===== src/rtl/assert_macros.svh =====
// Assertion helpers for the RTL files; included by indexed_list_store_unit.
`ifndef ASSERT_MACROS_SVH
`define ASSERT_MACROS_SVH

// Antecedent implies consequent in the same cycle.
`define ASSERT_IMP(lbl, clk, rst_n, ante, cons) \
	lbl: assert property (@(posedge clk) disable iff (!rst_n) (ante) |-> (cons)) \
		else $error("implication check failed");

// Antecedent implies consequent in the next cycle.
`define ASSERT_NXT(lbl, clk, rst_n, ante, cons) \
	lbl: assert property (@(posedge clk) disable iff (!rst_n) (ante) |=> (cons)) \
		else $error("next-cycle check failed");

// Condition holds at every clock edge out of reset.
`define ASSERT_ALW(lbl, clk, rst_n, cond) \
	lbl: assert property (@(posedge clk) disable iff (!rst_n) (cond)) \
		else $error("invariant check failed");

`endif


===== src/rtl/ils_pkg.sv =====
package ils_pkg;

	localparam int DEPTH_DEFAULT      = 64;
	localparam int DATA_WIDTH_DEFAULT = 32;
	localparam int TREE_FANIN         = 8;

	localparam int CMD_WIDTH = 3;
	localparam int POS_WIDTH = 6;
	localparam int VAL_WIDTH = 32;
	localparam int LEN_WIDTH = 7;

	localparam logic [CMD_WIDTH-1:0] CMD_APPEND    = 3'd0;
	localparam logic [CMD_WIDTH-1:0] CMD_INSERT    = 3'd1;
	localparam logic [CMD_WIDTH-1:0] CMD_DELETE    = 3'd2;
	localparam logic [CMD_WIDTH-1:0] CMD_READ      = 3'd3;
	localparam logic [CMD_WIDTH-1:0] CMD_OVERWRITE = 3'd4;

	// Broadcast to every cell; each flag is already qualified by the range and full checks.
	typedef struct packed {
		logic append;
		logic insert;
		logic remove;
		logic write;
		logic read;
	} ctl_t;

	// Number of registered levels of the read tree for n leaves.
	function automatic int tree_levels(input int n);
		int lv;
		int span;
		lv = 0;
		span = 1;
		while (span < n) begin
			span = span * TREE_FANIN;
			lv = lv + 1;
		end
		if (lv < 1) begin
			lv = 1;
		end
		return lv;
	endfunction

endpackage


===== src/rtl/ils_cell.sv =====
module ils_cell #(
	parameter int DATA_WIDTH = ils_pkg::DATA_WIDTH_DEFAULT,
	parameter int PW         = ils_pkg::POS_WIDTH,
	parameter int INDEX      = 0
) (
	input  logic                  clk,
	input  ils_pkg::ctl_t         ctl,
	input  logic [PW-1:0]         pos,
	input  logic [PW-1:0]         count,
	input  logic [DATA_WIDTH-1:0] left,
	input  logic [DATA_WIDTH-1:0] right,
	input  logic [DATA_WIDTH-1:0] wdata,
	output logic [DATA_WIDTH-1:0] data,
	output logic [DATA_WIDTH-1:0] rd_data
);

	localparam logic [PW-1:0] IDX = PW'(INDEX);

	logic [DATA_WIDTH-1:0] data_q;
	logic                  at_pos;
	logic                  above;
	logic                  at_end;

	assign at_pos = (IDX == pos);
	assign above  = (IDX > pos);
	assign at_end = (IDX == count);

	// Insert pulls the left neighbor up; delete pulls the right neighbor down.
	always_ff @(posedge clk) begin
		priority if (ctl.append && at_end) begin
			data_q <= wdata;
		end else if (ctl.insert && at_pos) begin
			data_q <= wdata;
		end else if (ctl.insert && above) begin
			data_q <= left;
		end else if (ctl.remove && (at_pos || above)) begin
			data_q <= right;
		end else if (ctl.write && at_pos) begin
			data_q <= wdata;
		end else begin
			data_q <= data_q;
		end
	end

	assign data    = data_q;
	assign rd_data = (ctl.read && at_pos) ? data_q : '0;

endmodule


===== config.mk =====
export PLATFORM = sky130hd
export DESIGN_NAME = ils_cell
export DESIGN_NICKNAME = d
export VERILOG_FILES = /design/src/rtl/assert_macros.svh /design/src/rtl/ils_pkg.sv /design/src/rtl/ils_cell.sv
export SDC_FILE = /design/constraint.sdc
export NUM_CORES = 1
export LEC_CHECK = 0
export BUFFER_PORTS_ARGS = -buffer_cell sky130_fd_sc_hd__buf_2
export CAP_MARGIN = 20
export CORE_ASPECT_RATIO = 0.9
export CORE_MARGIN = 2
export CORE_UTILIZATION = 33
export CTS_BUF_LIST = sky130_fd_sc_hd__clkbuf_4 sky130_fd_sc_hd__clkbuf_8
export DETAILED_ROUTE_END_ITERATION = 8
export GPL_ROUTABILITY_DRIVEN = 0
export PLACE_DENSITY = 0.89
export SLEW_MARGIN = 40
export SYNTH_ARGS = -nofsm -noshare
export SYNTH_HDL_FRONTEND = slang
export SYNTH_SLANG_ARGS = --single-unit

===== constraint.sdc =====
create_clock -name clk -period 2.3 [get_ports clk]
set_input_delay 0.23 -clock clk [delete_from_list [all_inputs] [get_ports clk]]
set_output_delay 0.23 -clock clk [all_outputs]
set_load 0.02 [all_outputs]

Yosys cells after proc, flatten, opt, wreduce, memory -nomap -nowiden. Cells that the tools add are included. W data, S select, Z words.

Bits in registers: 32. Input bits: 114. Logic and storage cells: 18.

Order comparisons: 1. Muxes and demuxes: 6. Reduce and logical (&&, ||, !) cells: 10.

Operator list (count): $mux W32 (6); $logic_not A6 Y1 (2); $gt A1 B6 Y1 const A (1); $logic_and A1 B1 Y1 (6); $reduce_bool A5 Y1 (1); $logic_or A1 B1 Y1 (1).

Logic depth before layout (Yosys ltp). Gate-level depths: netlist of run 1.

Word-level depth: 7. Gate-level depth with buffers: 5.

Worst setup path before layout of run 1. OpenSTA, ideal clock, no wires.

Kind: input to register. Start: input port pos[5]. End: register data_q[0] (netlist: data[0]) (enable). Library setup time: 389 ps. Arrival: 2040 ps. Data required time: 1911 ps. Setup slack: -130 ps. Stages on the path: 5. Cell sequence: or4_4 -> nor3_4 -> clkbuf_1 -> o31ai_1 -> nand2_1.

Longest elaborated chain between the ends: 4.

Ends and longest elaborated chain: start, declared (RTL line ils_cell.sv:8) `input logic [PW-1:0] pos,`; $gt A1 B6 Y1 or $logic_not A6 Y1 (tied branches) (RTL line ils_cell.sv:25, ils_cell.sv:24); $logic_or A1 B1 Y1 (RTL line ils_cell.sv:36) `end else if (ctl.remove && (at_pos || above)) begin`; $logic_and A1 B1 Y1 (RTL line ils_cell.sv:36); $reduce_bool A5 Y1 (no line) (*); end signal, assigned (RTL line ils_cell.sv:35) `data_q <= left;`; end signal, assigned (RTL line ils_cell.sv:37) `data_q <= right;`; end signal, assigned (RTL line ils_cell.sv:39) `data_q <= wdata;`; end, declared (RTL line ils_cell.sv:19) `logic [DATA_WIDTH-1:0] data_q;`.

Every way passes the cells marked *; elsewhere a longest branch is shown, timed or not. A chain may end at the register's enable or synchronous reset.

Worst setup path in the final report of run 1.
Start: input port pos[5]. End: output port rd_data[26].

Longest elaborated chain between the ends: 3.

Ends and longest elaborated chain: $logic_not A6 Y1 (RTL line ils_cell.sv:24) `assign at_pos = (IDX == pos);`; $logic_and A1 B1 Y1 (RTL line ils_cell.sv:46) `assign rd_data = (ctl.read && at_pos) ? data_q : '0;`; $mux W32 (RTL line ils_cell.sv:46); end, declared (RTL line ils_cell.sv:14) `output logic [DATA_WIDTH-1:0] rd_data`.

Every way passes these cells.

==> key figures, run 1 <==
Synth
  • Syn. warnings: 0
  • Avg Synthesized Cell Area: 15.67 um2
  • Post-synthesis cell area: 1770 um2
  • Cell variety after synth: 13
  • Sequential area share after synthesis: 0.5428
  • Syn Inst Count: 113
  • Synthesized flop and latch total: 32
  • Syn nets: 227

Clocking
  • Clk root buf: clkbuf_8
  • # Post-CTS Setup Buffers: 0
  • CTS Hold Bufs: 0
  • Maximum clock path buffer count: 2
  • Clk pin slew, worst setup/hold paths: 0.07 ns
  • CTS tree: yes
  • Htree depth: 2
  • Post-CTS Resized: 0
  • CTS buffer count: 5
  • Clock Sinks: 32

Run status
  • Outcome: finished, final reports clean

Final layout
  • Max FFs per register: 32
  • Layout cells sized above 1: 0.7414
  • Final instance area: 2698 um2
  • Layout Cells excl Fill: 330
  • Most common cell after layout, fill and taps aside: buf_2
  • Area grow syn2layout: 52.37%
  • Nets: 377
  • Register area: 960.9 um2
  • Final core occ: 0.5164
  • # diodes: 0
  • Commonest cells after routing, fill and taps aside: buf_2, and3_1, edfxtp_1, mux2_4, clkbuf_8
  • Multi-input gate area: 755.7 um2
  • Layout fillers: 464

GRT
  • GRT overflow: 0
  • GRT Overall Usage: 0.1542
  • Pin count of the biggest net entering global routing: 33
  • Global-route wire length before repair: 6.837 mm
  • Number of global-route vias before repair: 1,508
  • Initial antenna violation count: 0

Hold path
  • Tightest Hold Check Type: in2reg

Die
  • Die Span X: 81.21 um
  • Die Y: 73.49 um
  • I/O pin total: 178
  • Die area: 5968 um2
  • Starting density of the core: 0.3389
  • Core area: 5224 um2
  • Core Rows: 25

Worst setup path
  • CP max-delay cell: or4_4
  • Critical path class: in2out
  • Worst Setup End Kind: output port
  • Critical path data arrival time: 1.78 ns
  • Max stage delay on crit path: 0.53 ns
  • Critical path buffers and inverters: 4
  • Crit path max fanout: 12
  • Critical Path, Cell by Cell: buf_2 -> or4_4 -> nor3_4 -> buf_4 -> buf_4 -> and3_1 -> buf_2
  • CP Launch Type: input port
  • Largest delay contributor family on the critical path: simple AND/OR/NAND/NOR gates
  • Worst endpoint required time: 2.07 ns

Placed design
  • Inst Count DP: 323
  • Area after DPL: 2616 um2
  • Hpwl dp: 3.825 mm
  • Pre-CTS WS: 0.2290 ns
  • Number of buffers inserted by port buffering: 145

Flow run
  • Max Cap Violations: 0

Timing
  • Worst setup margin: 0.2854 ns
  • Min Tclk post-route: 2.015 ns
  • Slew Limit Fails: 0
  • Rel. slew slack: 0.6961
  • Least-Margin Pin Slew: 0.4559 ns
  • RSZ-0062 raised after global routing: false
  • Hold WS: 0.2541 ns
  • Final count of hold timing violations: 0
  • Fin crit share: 0.8759
  • Achievable Freq: 0.4964 GHz
  • Final TNS setup: 0 ns
  • # setup viols final: 0

Detailed routing
  • Residual DRC: 0
  • Post-route ant nets: 0
  • DR vias/cell: 4.712
  • Via count: 1,555
  • First DRT Iteration DRCs: 17
  • Pre-Repair DR Iteration Count: 4
  • Wire length per cell: 14.36 um
  • Final WL: 4.740 mm

Pwr
  • Leakage: 1.539 nW
  • Total Power: 1.222 mW
  • Worst VDD drop: 0.0002755 V
  • PwrDens: 453.1 nW/um2
==> per-layer routing <==
layer  vias up  global-route usage  wire length, um
met5         -                   0                0
met1       741              0.1624             1719
met4         0             0.06780               86
met2        69              0.2902             2629
met3         8             0.03686              304
li1        737                   -                -
==> path summary, 6_finish.rpt <==
path                  startpoint           to  slack [ns]  depth (start not counted)
worst max-delay path      pos[5]  rd_data[26]        0.29                          7
worst min-delay path   right[29]     data[29]        0.25                          2
==> kinds of logic (layout without fill, tap and decap cells) <==
family | after synthesis | count (layout) | share of synthesized area
AOI/OAI and AO/OA | 1 | 1 | 0.004242
buffers and inverters | 9 | 159 | 0.03180
DFF | 32 | 32 | 0.5428
muxes | 32 | 32 | 0.2671
and+or+nand+nor | 39 | 39 | 0.1541
==> Yosys cell counts <==
cell,n,area (um2)
nand2_1,2,7.510
clkbuf_1,6,22.52
nand4b_4,1,23.77
nor4b_1,1,8.760
nor3_4,1,16.27
nor3_1,1,5.000
or4_4,1,11.26
o31ai_1,1,7.510
mux2_2,2,22.52
edfxtp_1,32,960.9
and3_1,32,200.2
mux2_4,30,450.4
buf_6,3,33.78
==> power by group <==
part | switching, mW | internal [mW] | leakage [nW]
logic | 0.0620 | 0.0988 | 1.21
registers | 0.00421 | 0.653 | 0.289
clock network | 0.187 | 0.217 | 0.0445
==> final cells by class <==
class,instances,share of cell area
clock buffer,6,0.02829
clock inverter,1,0.001855
multi-input combinational,72,0.2801
sequential,32,0.3562
tap,67,0.03108
timing repair buffer,152,0.3024
No activity file was read; power rests on OpenSTA's default activity.
==> inputs of run 2 (changes only) <==
--- a/config.mk
+++ b/config.mk
@@ -5,15 +5,16 @@
 export SDC_FILE = /design/constraint.sdc
 export NUM_CORES = 1
 export LEC_CHECK = 0
+export ABC_AREA = 1
 export BUFFER_PORTS_ARGS = -buffer_cell sky130_fd_sc_hd__buf_2
 export CAP_MARGIN = 20
 export CORE_ASPECT_RATIO = 0.9
 export CORE_MARGIN = 2
-export CORE_UTILIZATION = 33
+export CORE_UTILIZATION = 37
 export CTS_BUF_LIST = sky130_fd_sc_hd__clkbuf_4 sky130_fd_sc_hd__clkbuf_8
 export DETAILED_ROUTE_END_ITERATION = 8
 export GPL_ROUTABILITY_DRIVEN = 0
-export PLACE_DENSITY = 0.89
+export PLACE_DENSITY = 0.93
 export SLEW_MARGIN = 40
 export SYNTH_ARGS = -nofsm -noshare
 export SYNTH_HDL_FRONTEND = slang
==> constraint.sdc (replaced) <==
create_clock -name clk -period 2.1 [get_ports clk]
set_input_delay 0.21 -clock clk [delete_from_list [all_inputs] [get_ports clk]]
set_output_delay 0.21 -clock clk [all_outputs]
set_load 0.02 [all_outputs]
==> run 2 against run 1 <==
Effect of this change:
- global-route usage is 1.9 points higher
- combinational power is 2% lower
- clock-buffer cell count is 1 higher
- largest power group unchanged
==> key figures, run 2 <==
GRT
  • Initial antenna violation count: 0 (unchanged)
  • GRT overflow: 0 (unchanged)
  • Global-route wire length before repair: 7.562 mm (+11%)
  • Pin count of the biggest net entering global routing: 33 (unchanged)
  • Number of global-route vias before repair: 1,745 (+16%)
  • GRT Overall Usage: 0.1729 (+0.01868)

Pwr
  • PwrDens: 495.2 nW/um2 (+9.3%)
  • Logic gate share of total power: 0.117 (-0.015)
  • Reg power frac: 0.540 (+0.003)
  • NetSw: 0.2829 mW (+12%)
  • Clock share of power: 0.343 (+0.012)
  • Internal: 1.052 mW (+8.6%)
  • Net Sw Frac: 0.2120 (+0.004434)
  • Leakage: 1.559 nW (+1.3%)
  • Worst VDD drop: 0.0003380 V (+23%)

Synth
  • Commonest cells in the netlist: nand2_1, nor2_1, inv_1
  • Synthesized flop and latch total: 32 (unchanged)
  • Syn. warnings: 0 (unchanged)
  • Post-synthesis cell area: 1818 um2 (+2.7%)
  • Cell variety after synth: 17 (+4)
  • Syn nets: 333 (+47%)
  • Number of flops mapped to enable cells by yosys: 32 (unchanged)
  • Syn Inst Count: 219 (+94%)
  • Ys async rst share: 0 (unchanged)
  • Main synth FF type: edfxtp_1
  • Sequential area share after synthesis: 0.5286 (-0.01419)
  • Top cells by area, synth: edfxtp_1, nand2_1, nand3_1
  • Avg Synthesized Cell Area: 8.301 um2 (-47%)
  • Count leader, synth: nand2_1
  • Area leader, netlist: edfxtp_1
  • Post-synth top area share: 0.5286 (-0.01419)

Placed design
  • Number of buffers inserted by port buffering: 145 (unchanged)
  • Area after DPL: 2608 um2 (-0.33%)
  • Hpwl dp: 3.767 mm (-1.5%)

Worst setup path
  • Worst endpoint required time: 1.89 ns (-0.18 ns)
  • Critical Path, Cell by Cell: buf_2 -> nor2_4 -> nand4_1 -> buf_4 -> nor2_1 -> buf_2
  • CP max-delay cell: buf_4
  • Critical path class: in2out
  • CP Launch Type: input port
  • Critical path data arrival time: 1.36 ns (-0.42 ns)
  • Crit path max fanout: 28 (+16)
  • Max stage delay on crit path: 0.32 ns (-0.21 ns)
  • Worst Setup End Kind: output port
  • Most frequent CP cell: buf_2

Timing
  • Rel. slew slack: 0.6244 (-0.07167)
  • Achievable Freq: 0.6364 GHz
  • Slew Limit Fails: 0 (unchanged)
  • Min Tclk post-route: 1.571 ns
  • Final count of hold timing violations: 0 (unchanged)
  • RSZ-0062 raised after global routing: false
  • Final TNS setup: 0 ns (unchanged)
  • Fin crit share: 0.7482
  • Least-Margin Pin Slew: 0.5613 ns (+0.1054 ns)
  • # setup viols final: 0 (unchanged)
  • Hold WS: 0.2000 ns (-0.05417 ns)

Die
  • Starting density of the core: 0.3808 (+0.04184)
  • Core area: 4775 um2 (-8.6%)
  • Die Span X: 77.89 um (-4.1%)
  • Core Rows: 24 (-4.0%)
  • I/O pin total: 178 (unchanged)
  • Die area: 5491 um2 (-8.0%)
  • Die Y: 70.50 um (-4.1%)

Hold path
  • Tightest Hold Check Type: in2reg
  • End of the worst hold path: data[16]
  • Hold Crit Start: wdata[16]
  • WHS Path Cells: 3 (+1)

Detailed routing
  • Residual DRC: 0 (unchanged)
  • Pre-Repair DR Iteration Count: 4 (unchanged)
  • First DRT Iteration DRCs: 64 (+47)
  • Post-route ant nets: 0 (unchanged)
  • Wire length per cell: 11.15 um (-22%)
  • Via count: 1,903 (+22%)
  • Final WL: 4.796 mm (+1.2%)
  • DR vias/cell: 4.426 (-6.1%)

Run status
  • Outcome: finished, final reports clean

Clocking
  • CTS tree: yes
  • Clock Sinks: 32 (unchanged)
  • Post-CTS Resized: 0 (unchanged)
  • Clk root buf: clkbuf_8
  • CTS Hold Bufs: 0 (unchanged)
  • Htree depth: 2 (unchanged)
  • Clk pin slew, worst setup/hold paths: 0.06 ns (about the same)
  • Maximum clock path buffer count: 2 (unchanged)
  • CTS buffer count: 5 (unchanged)
  • # Post-CTS Setup Buffers: 0 (unchanged)

Final layout
  • Area grow syn2layout: 48.24%
  • Layout cells sized above 1: 0.4521 (-0.2894)
  • # diodes: 0 (unchanged)
  • Final instance area: 2695 um2 (about the same)
  • Layout fillers: 440 (-5.2%)
  • Nets: 478 (+27%)
  • Max FFs per register: 32 (unchanged)
  • Most common cell after layout, fill and taps aside: buf_2
  • Commonest cells after routing, fill and taps aside: buf_2, nand2_1, nor2_1, inv_1

Flow run
  • Max Cap Violations: 0 (unchanged)
-- run 2: metrics by stage --
stage | utilization | std cells | worst slack, ns | total power, mW
final | 0.5645 | 430 | 0.5288 | 1.334
after global routing | 0.5645 | 430 | 0.4467 | 1.392
after CTS | 0.5645 | 430 | 0.5078 | 1.351
after detailed placement | 0.5461 | 422 | 0.4773 | 0.8915
after global placement | 0.5404 | 421 | 0.3410 | 0.8839
after floorplan | - | 219 | 0.3695 | 0.7939
-- run 2: critical path, delay by kind of cell --
family                 cells  cell delay (ns)
buffers and inverters      3             0.61
AND/OR/NAND/NOR            3             0.53
-- run 2: final cells by class --
class,instances,area (um2),area share
clock buffer,7,83.83,0.03110
clock inverter,1,3.754,0.001393
inverter,33,123.9,0.04596
multi-input combinational,142,658.1,0.2442
sequential,32,960.9,0.3565
tap,65,81.33,0.03018
timing repair buffer,150,783.3,0.2906
-- run 2: power by group through the flow --
stage | registers, mW | logic (mW) | clock network, mW
3_5_place_dp | 0.734 | 0.158 | 0
4_1_cts | 0.720 | 0.158 | 0.473
5_1_grt | 0.721 | 0.176 | 0.495
2_1_floorplan | 0.747 | 0.0472 | 0
6_report | 0.720 | 0.157 | 0.458
3_3_place_gp | 0.733 | 0.151 | 0
-- run 2: logic make-up (layout without fill, tap and decap cells) --
| kind of cell | Yosys count | after routing | share of synthesized area |
|---|---|---|---|
| simple gates | 141 | 141 | 0.3531 |
| buf+inv | 45 | 191 | 0.1156 |
| flops | 32 | 32 | 0.5286 |
| compound gates | 1 | 1 | 0.002750 |
-- run 2: how the worst max path moves through the flow --
stage | from | end | slack (ns)
after floorplan | pos[3] | data[0] | 0.37
after global placement | pos[3] | data[20] | 0.34
after detailed placement | pos[3] | data[20] | 0.48
after CTS | pos[3] | rd_data[10] | 0.51
after global routing | pos[3] | rd_data[22] | 0.45
final | pos[3] | rd_data[10] | 0.53
-- run 2: layer usage --
layer	GRT usage	routed length, um	vias up
met4	0.04873	38	0
met1	0.1813	1829	842
li1	-	-	974
met5	0	0	-
met3	0.04264	294	6
met2	0.3391	2633	81
==> inputs of run 3 (changes only) <==
==> constraint.sdc (replaced) <==
create_clock -name clk -period 1.6 [get_ports clk]
set_input_delay 0.16 -clock clk [delete_from_list [all_inputs] [get_ports clk]]
set_output_delay 0.16 -clock clk [all_outputs]
set_load 0.02 [all_outputs]
==> run 3 against run 2 <==
Effect of this change:
- clock-buffer cell count decreased by 2
- worst setup slack lost 0.17 ns
- routed wire length increased by 2.8%
- combinational power up 32%
- sequential share of layout area is 0.41 points lower
- core utilization rose by 0.66 points
- clock power up 59%
- via count up 2.4%
- critical path type unchanged
- power increased by 41%
- sequential power is 31% higher
==> key figures, run 3 (synthesis results as in run 2) <==
Run status
  • Outcome: finished, final reports clean

Clocking
  • CTS Hold Bufs: 0 (unchanged)
  • CTS tree: yes
  • Maximum clock path buffer count: 2 (unchanged)
  • Htree depth: 2 (unchanged)
  • Clk pin slew, worst setup/hold paths: 0.06 ns (about the same)
  • CTS buffer count: 5 (unchanged)
  • Clk root buf: clkbuf_8
  • Clock Sinks: 32 (unchanged)
  • # Post-CTS Setup Buffers: 0 (unchanged)
  • Post-CTS Resized: 0 (unchanged)

GRT
  • Global-route wire length before repair: 7.762 mm (+2.6%)
  • Pin count of the biggest net entering global routing: 33 (unchanged)
  • GRT Overall Usage: 0.1756 (+0.002707)
  • GRT overflow: 0 (unchanged)
  • Initial antenna violation count: 0 (unchanged)
  • Number of global-route vias before repair: 1,859 (+6.5%)

Detailed routing
  • Final WL: 4.931 mm (+2.8%)
  • First DRT Iteration DRCs: 91 (+42%)
  • DR vias/cell: 4.520 (+2.1%)
  • Wire length per cell: 11.44 um (+2.6%)
  • Post-route ant nets: 0 (unchanged)
  • Residual DRC: 0 (unchanged)
  • Via count: 1,948 (+2.4%)
  • Pre-Repair DR Iteration Count: 4 (unchanged)

Flow run
  • Max Cap Violations: 0 (unchanged)

Worst setup path
  • Critical path class: in2out
  • Worst Setup End Kind: output port
  • Crit path max fanout: 32 (+14%)
  • Critical path data arrival time: 1.08 ns (-0.28 ns)
  • Worst endpoint required time: 1.44 ns (-0.45 ns)
  • CP Launch Type: input port
  • Origin of the worst setup path: pos[3]
  • Critical Path End: rd_data[20]

Placed design
  • Hpwl dp: 3.812 mm (+1.2%)
  • Inst Count DP: 423 (+0.24%)
  • Pre-CTS WS: 0.2417 ns (-0.2357 ns)
  • Number of buffers inserted by port buffering: 145 (unchanged)

Die
  • Core area: 4775 um2 (unchanged)
  • Starting density of the core: 0.3808 (unchanged)
  • Die Y: 70.50 um (unchanged)
  • Core Rows: 24 (unchanged)
  • I/O pin total: 178 (unchanged)
  • Die area: 5491 um2 (unchanged)
  • Die Span X: 77.89 um (unchanged)

Pwr
  • Total Power: 1.881 mW (+41%)
  • Worst VDD drop: 0.0003829 V (+13%)
  • PwrDens: 689.9 nW/um2 (+39%)
  • Leakage: 1.570 nW (+0.73%)

Hold path
  • Tightest Hold Check Type: in2reg
  • Hold Crit Start: wdata[20]

Final layout
  • Area grow syn2layout: 49.97%
  • Commonest cells after routing, fill and taps aside: buf_2, nand2_1, nor2_1, inv_1
  • Nets: 479 (+0.21%)
  • Max FFs per register: 32 (unchanged)
  • Layout Cells excl Fill: 431 (+0.23%)
  • # diodes: 0 (unchanged)
  • Most common cell after layout, fill and taps aside: buf_2
  • Layout cells sized above 1: 0.4508 (-0.001235)

Timing
  • Achievable Freq: 0.8073 GHz
  • Fin crit share: 0.7741
  • Final count of hold timing violations: 0 (unchanged)
  • Rel. slew slack: 0.7649 (+0.1405)
  • Least-Margin Pin Slew: 0.3500 ns (-0.2113 ns)
  • Hold WS: 0.1455 ns (-0.05451 ns)
  • Worst setup margin: 0.3614 ns (-0.1674 ns)
  • Min Tclk post-route: 1.239 ns
  • Slew Limit Fails: 0 (unchanged)
  • RSZ-0062 raised after global routing: false
  • Final TNS setup: 0 ns (unchanged)
  • # setup viols final: 0 (unchanged)
-- run 3: cell types whose count changed in the layout (fill, tap and decap cells not counted) --
cell	delta
buf_12	+2
bufinv_16	+1
buf_16	-1
clkbuf_4	-2
clkinv_1	+1
-- run 3: worst min path at each step --
| stage | endpoint | slack (ns) | cells after the start |
|---|---|---|---|
| 6_report | data[20] | 0.15 | 3 |
| 5_1_grt | data[1] | 0.15 | 3 |
| 4_1_cts | data[20] | 0.14 | 3 |
| 3_5_place_dp | data[20] | 0.43 | 3 |
| 3_3_place_gp | data[12] | 0.42 | 3 |
| 2_1_floorplan | data[0] | 0.34 | 2 |
-- run 3: stage by stage --
step / cell area, um2 / utilization
final: 2726 / 0.5710
after global routing: 2726 / 0.5710
after CTS: 2726 / 0.5710
after detailed placement: 2620 / 0.5487
after global placement: 2620 / 0.5487
after floorplan: 1829 / -
-- run 3: critical path, stage by stage --
cell     delay (ns)
buf_2          0.11
nor2_4         0.13
nand4_1        0.10
buf_4          0.25
nor2_1         0.14
buf_2          0.18
-- run 3: cell type report --
| type | count | area, um2 |
|---|---|---|
| timing repair buffer | 151 | 795.8 |
| inverter | 33 | 123.9 |
| sequential | 32 | 960.9 |
| clock inverter | 3 | 37.54 |
| clock buffer | 5 | 68.82 |
| tap | 65 | 81.33 |
| multi-input combinational | 142 | 658.1 |
| fill | 432 | 2048 |
-- run 3: report_power, final --
part | leakage (nW) | switching [mW] | total, mW | internal, mW
clock | 0.0532 | 0.276 | 0.728 | 0.453
sequential | 0.288 | 0.00653 | 0.945 | 0.939
combinational | 1.23 | 0.102 | 0.207 | 0.106
total | 1.57 | 0.384 | 1.88 | 1.50
-- run 3: layer usage --
layer	vias up	routed length, um	track usage
met1	873	1820	0.1771
met5	-	0	0
met3	8	306	0.03488
li1	976	-	-
met2	91	2722	0.3506
met4	0	82	0.06628
